===== src/rtl/n2wf_pkg.sv =====
// shared types and constants of the normalised window filter
package n2wf_pkg;

  localparam int CFG_W      = 11;
  localparam int CFG_ADDR_W = 2;
  localparam int KSZ_W      = 3;
  localparam int COEF_W     = 8;
  localparam int PIX_W      = 8;
  localparam int RES_W      = 21;
  localparam int POS_W      = 10;

  localparam logic [CFG_ADDR_W-1:0] REG_WIDTH  = 2'd0;
  localparam logic [CFG_ADDR_W-1:0] REG_HEIGHT = 2'd1;
  localparam logic [CFG_ADDR_W-1:0] REG_KSIZE  = 2'd2;

  localparam logic [CFG_W-1:0] WIDTH_RESET  = 11'd1024;
  localparam logic [CFG_W-1:0] HEIGHT_RESET = 11'd1024;
  localparam logic [KSZ_W-1:0] KSIZE_RESET  = 3'd3;

  localparam logic MODE_COEF  = 1'b0;
  localparam logic MODE_PIXEL = 1'b1;

  typedef struct packed {
    logic                     mode;
    logic [2:0]               coef_row;
    logic [2:0]               coef_col;
    logic signed [COEF_W-1:0] coef_value;
    logic [PIX_W-1:0]         pixel_value;
  } in_item_t;

  typedef struct packed {
    logic signed [RES_W-1:0] result_value;
    logic [POS_W-1:0]        out_row;
    logic [POS_W-1:0]        out_col;
    logic                    divide_error;
    logic                    last_of_frame;
  } out_item_t;

  typedef struct packed {
    logic take_item;
    logic coef_upd;
    logic win_shift;
    logic mac_step;
    logic div_init;
    logic div_step;
    logic out_load;
  } cmd_t;

  typedef struct packed {
    logic is_pixel;
    logic produce;
    logic mac_done;
    logic div_last;
    logic out_busy;
  } sts_t;

endpackage


===== src/rtl/n2wf_ctrl.sv =====
// sequencing state machine of the normalised window filter
module n2wf_ctrl (
  input  logic           clk,
  input  logic           rst_n,
  input  logic           in_valid,
  output logic           in_stall,
  input  n2wf_pkg::sts_t sts,
  output n2wf_pkg::cmd_t cmd
);

  localparam logic [2:0] S_IDLE   = 3'd0;
  localparam logic [2:0] S_DECODE = 3'd1;
  localparam logic [2:0] S_MAC    = 3'd2;
  localparam logic [2:0] S_DIV    = 3'd3;
  localparam logic [2:0] S_DONE   = 3'd4;

  logic [2:0] state_r, state_nxt;

  assign in_stall = (state_r != S_IDLE);

  always_comb begin
    cmd       = '0;
    state_nxt = state_r;
    case (state_r)
      S_IDLE: begin
        if (in_valid) begin
          cmd.take_item = 1'b1;
          state_nxt     = S_DECODE;
        end
      end
      S_DECODE: begin
        if (sts.is_pixel) begin
          cmd.win_shift = 1'b1;
          state_nxt     = sts.produce ? S_MAC : S_IDLE;
        end else begin
          cmd.coef_upd = 1'b1;
          state_nxt    = S_IDLE;
        end
      end
      S_MAC: begin
        cmd.mac_step = 1'b1;
        if (sts.mac_done) begin
          cmd.div_init = 1'b1;
          state_nxt    = S_DIV;
        end
      end
      S_DIV: begin
        cmd.div_step = 1'b1;
        if (sts.div_last) begin
          state_nxt = S_DONE;
        end
      end
      S_DONE: begin
        if (!sts.out_busy) begin
          cmd.out_load = 1'b1;
          state_nxt    = S_IDLE;
        end
      end
      default: begin
        state_nxt = S_IDLE;
      end
    endcase
  end

  always_ff @(posedge clk) begin
    if (!rst_n) begin
      state_r <= S_IDLE;
    end else begin
      state_r <= state_nxt;
    end
  end

endmodule


===== config.mk =====
export PLATFORM = sky130hd
export DESIGN_NAME = n2wf_ctrl
export DESIGN_NICKNAME = d
export VERILOG_FILES = /design/src/rtl/n2wf_pkg.sv /design/src/rtl/n2wf_ctrl.sv
export SDC_FILE = /design/constraint.sdc
export NUM_CORES = 1
export LEC_CHECK = 0
export BUFFER_PORTS_ARGS = -buffer_cell sky130_fd_sc_hd__buf_4
export CAP_MARGIN = 30
export CORE_AREA = 2 2 39 41
export DETAILED_ROUTE_END_ITERATION = 7
export DIE_AREA = 0 0 41 43
export PLACE_DENSITY = 0.52
export SLEW_MARGIN = 10
export SYNTH_ARGS = -nofsm -noshare
export SYNTH_HDL_FRONTEND = slang
export SYNTH_SLANG_ARGS = --single-unit

===== constraint.sdc =====
create_clock -name clk -period 1.3 [get_ports clk]
set_input_delay 0.26 -clock clk [delete_from_list [all_inputs] [get_ports clk]]
set_output_delay 0.26 -clock clk [all_outputs]
set_load 0.05 [all_outputs]

# Word level (Yosys, flattened, before mapping)
# Cells that the tools add are included.
[classes]
n_eq_ne = 8
n_mux = 17
n_reduce_logical = 3
[op_table]
columns = ["cell", "count"]
rows = [
  ["$pmux W3 S5", 1],
  ["$mux W3", 4],
  ["$mux W1", 8],
  ["$mux W2", 4],
  ["$ne A2 B2 Y1 const B", 4],
  ["$eq A3 B2 Y1 const B", 2],
  ["$reduce_and A4 Y1", 1],
  ["$eq A3 B1 Y1 const B", 1],
  ["$eq A3 B3 Y1 const B", 1],
  ["$logic_not A3 Y1", 1],
  ["$reduce_bool A3 Y1", 1],
]
[word_totals]
register_bits = 3
input_bits = 8
out_inout_bits = 8
word_cells = 29

# Longest topological paths before layout
[logic_depth]
depth_word = 3
depth_mapped = 5
ltp_nobuf = 4

# Worst setup path before layout
# Ideal clock, no wire load.
[synth_path]
path_type = "reg-to-output"
startpoint = "reg state_r[0]"
endpoint = "out cmd[5] (netlist bit)"
arrival_time_ns = 2.138
required_time_ns = 1.040
path_slack_ns = -1.098
path_stages_with_launch = 3
path_buffers = 1
path_cell_list = "dfxtp_1 buf_4 nor4b_1"
[synth_rtl]
columns = ["item", "line_no", "rtl"]
rows = [
  ["from (decl)", "n2wf_ctrl.sv:17", "logic [2:0] state_r, state_nxt;"],
  ["from (signal assigned)", "n2wf_ctrl.sv:69", "state_r <= state_nxt;"],
  ["to (decl)", "n2wf_ctrl.sv:8", "output n2wf_pkg::cmd_t cmd"],
]

==> results.yml <==
yosys:
  avgSynthCellArea_um2: 8.602
  synth_cell_types: 22
  synthTopCellsByArea: "dfxtp_1, a2111oi_4, nand3_1"
  synth_area_um2: 275.3
  syn_nets: 40
  synth_top_cell_by_area: "dfxtp_1"
  synth_warnings: 0
  synth_seq_cells: 3
  synth_top_area_frac: 0.2182
  ys_seq_area_frac: 0.2182
  netlist_instances: 32
detailed_routing:
  drt-vias-per-instance: 4.446
  firstDrtPassIters: 4
  vias: 329
  routed_wl_um: 751
  drc: 0
  dr.first_iter.drc_count: 3
  antenna_left: 0
  wl_per_cell_um: 10.15
layout:
  finalNetCount: 67
  largest_reg_flops: 3
  top_register: "state_r"
  drive_above_1_share: 0.7414
  reg_top3: "state_r (3)"
  finalInstanceArea_um2: 589.3
  diodes: 0
  syn2layout_area_growth_pct: 114.1
floorplanning:
  die_w_um: 41
  core_area_mm2: 0.001384
  die_y_um: 43
  num_io_pins: 16
  start_util: 0.1989
  dieArea_mm2: 0.001763
  num_rows: 14
pwr:
  p_per_area_mw_per_mm2: 833.9
  peakVddDrop_mv: 0.3378
  power.total_uw: 491.4
  leakagePower_uw: 0.0002502
worst_setup_path:
  start_kind: "flip-flop"
  crit_path_max_fanout: 6
  reg2regPathDepth: 4
  r2r_end: "state_r[2]"
  crit_type: "reg2out"
  required_ns: 1.04
  crit_arrival_ns: 1.26
  rrSetupSlack_ns: 0.14
  end_kind: "output pin"
  reg2reg_from: "state_r[2]"
clock_tree:
  cts_buffers: 3
  holdBufCountCts: 0
  insertion_delay_ns: 0.24
  clk_pin_slew_worst_paths_ns: 0.04
  cts.sinks: 3
  root_buffer: "clkbuf_4"
  clockBufferDepth: 2
  htree_levels: 1
  tritoncts: "done"
sta:
  max_freq_mhz: 658.9
  finalClockSkew_ns: 0.003399
  setup_violations: 8
  hold_slack_ns: 0.2888
  hold_violations: 0
  slew_violations: 0
  setup_ws_ns: -0.2177
  period_minus_slack_ns: 1.518
  fin_crit_sh: 1.167
  rsz0062_at_grt: "true"
  worst_slew_pin_slew_ns: 0.3341
  max-slew-margin-rel: 0.7772
placed_design:
  place_hpwl_um: 590.9
  placed_area_um2: 496.7
  pre_cts_ws_ns: -0.01524
  gp_congestion: 0.7279
  portBuffers: 15
global_route:
  first_global_vias: 303
  antenna_found_initial: 0
  grt_pass1_wl_um: 1317
  grt_usage: 0.1133
  grt_max_degree: 8
  globalRouteOverflowTotal: 0
outcome:
  violations: "setup timing"
  outcome: "finished with violations"
hold_path:
  hold_path_depth: 3
  hold_start: "rst_n"
  holdCritPathClass: "in2reg"
  hold_path_end: "state_r[0]"
job:
  maxCapViolCount: 0
cells in the mapped netlist:
master / n
a2111oi_4: 1
a21oi_1: 1
and2_1: 2
and2b_1: 1
and3_4: 1
and4bb_2: 1
buf_4: 1
buf_6: 1
dfxtp_1: 3
inv_1: 2
nand2_1: 3
nand2b_1: 1
nand3_1: 3
nor2_1: 3
nor2b_1: 1
nor2b_4: 1
nor3b_1: 1
nor4_1: 1
nor4b_1: 1
o31ai_1: 1
o31ai_2: 1
or3_1: 1
area by class of cell:
class	instances	area, µm²
Multi-Input combinational cell	25	245.2
Tap cell	16	20.02
Sequential cell	3	68.82
Inverter	2	7.507
Fill cell	137	794.5
Clock buffer	4	26.28
Timing Repair Buffer	24	221.5
layer usage:
| metal | global-route usage | vias up | part of all wire |
|---|---|---|---|
| li1 | - | 165 | - |
| met1 | 0.1314 | 148 | 0.42 |
| met2 | 0.1594 | 14 | 0.48 |
| met3 | 0.04712 | 2 | 0.077 |
| met4 | 0.08000 | 0 | 0.023 |
| met5 | 0 | - | 0 |
where the power goes:
group | leakage, µW | internal [µW] | switching, µW
clock | 0.0000150 | 115 | 53.3
combinational | 0.000209 | 106 | 113
sequential | 0.0000264 | 97.0 | 7.11
total | 0.000250 | 318 | 173
how the worst max path moves through the flow:
stage	from	to	slack (ns)	cells past startpoint
5_1_grt	state_r[2]	cmd[2]	-0.26	4
3_3_place_gp	state_r[2]	cmd[2]	-0.005	4
6_report	state_r[2]	cmd[2]	-0.22	4
2_1_floorplan	state_r[2]	cmd[2]	-0.21	4
4_1_cts	state_r[1]	cmd[6]	-0.20	3
3_5_place_dp	state_r[2]	cmd[2]	-0.02	4
worst max-delay path: stages (launching register included):
cell	delay (ns)
dfxtp_4	0.36
and2b_2	0.24
nor2b_4	0.13
and2_4	0.15
buf_8	0.14
cells by family after synthesis:
| logic type | count (synthesis) | share of synthesized area |
|---|---|---|
| compound gates | 4 | 0.1909 |
| simple gates | 21 | 0.4955 |
| flops | 3 | 0.2182 |
| buf+inv | 4 | 0.09547 |
through the flow:
| step | util | setup TNS (ns) | instances |
|---|---|---|---|
| after floorplan | - | -0.6161 | 32 |
| after global placement | 0.3590 | -0.004857 | 68 |
| after detailed placement | 0.3590 | -0.01524 | 68 |
| after CTS | 0.3987 | -1.216 | 72 |
| after global routing | 0.4259 | -1.567 | 74 |
| final | 0.4259 | -1.184 | 74 |
timing repair:
| action | in CTS | in global routing |
|---|---|---|
| setup endpoints to repair | 8 | 8 |
| gates resized for setup | 9 | 8 |
| setup buffers | 0 | 2 |
| endpoints found under the hold margin | 0 | 0 |
| pin swaps | 0 | 5 |
layout by cell type, fill, tap and decap left out, types with 2 or more instances in the layout:
cell	netlist	routed
buf_4	1	16
buf_6	1	5
nand2_1	3	3
nand3_1	3	3
clkbuf_4	0	3
buf_8	0	3
nor2b_4	1	2
and2_4	0	2
inv_1	2	2
nor2_1	3	2
dfxtp_4	0	2
Power figures use the tool's default switching activity.
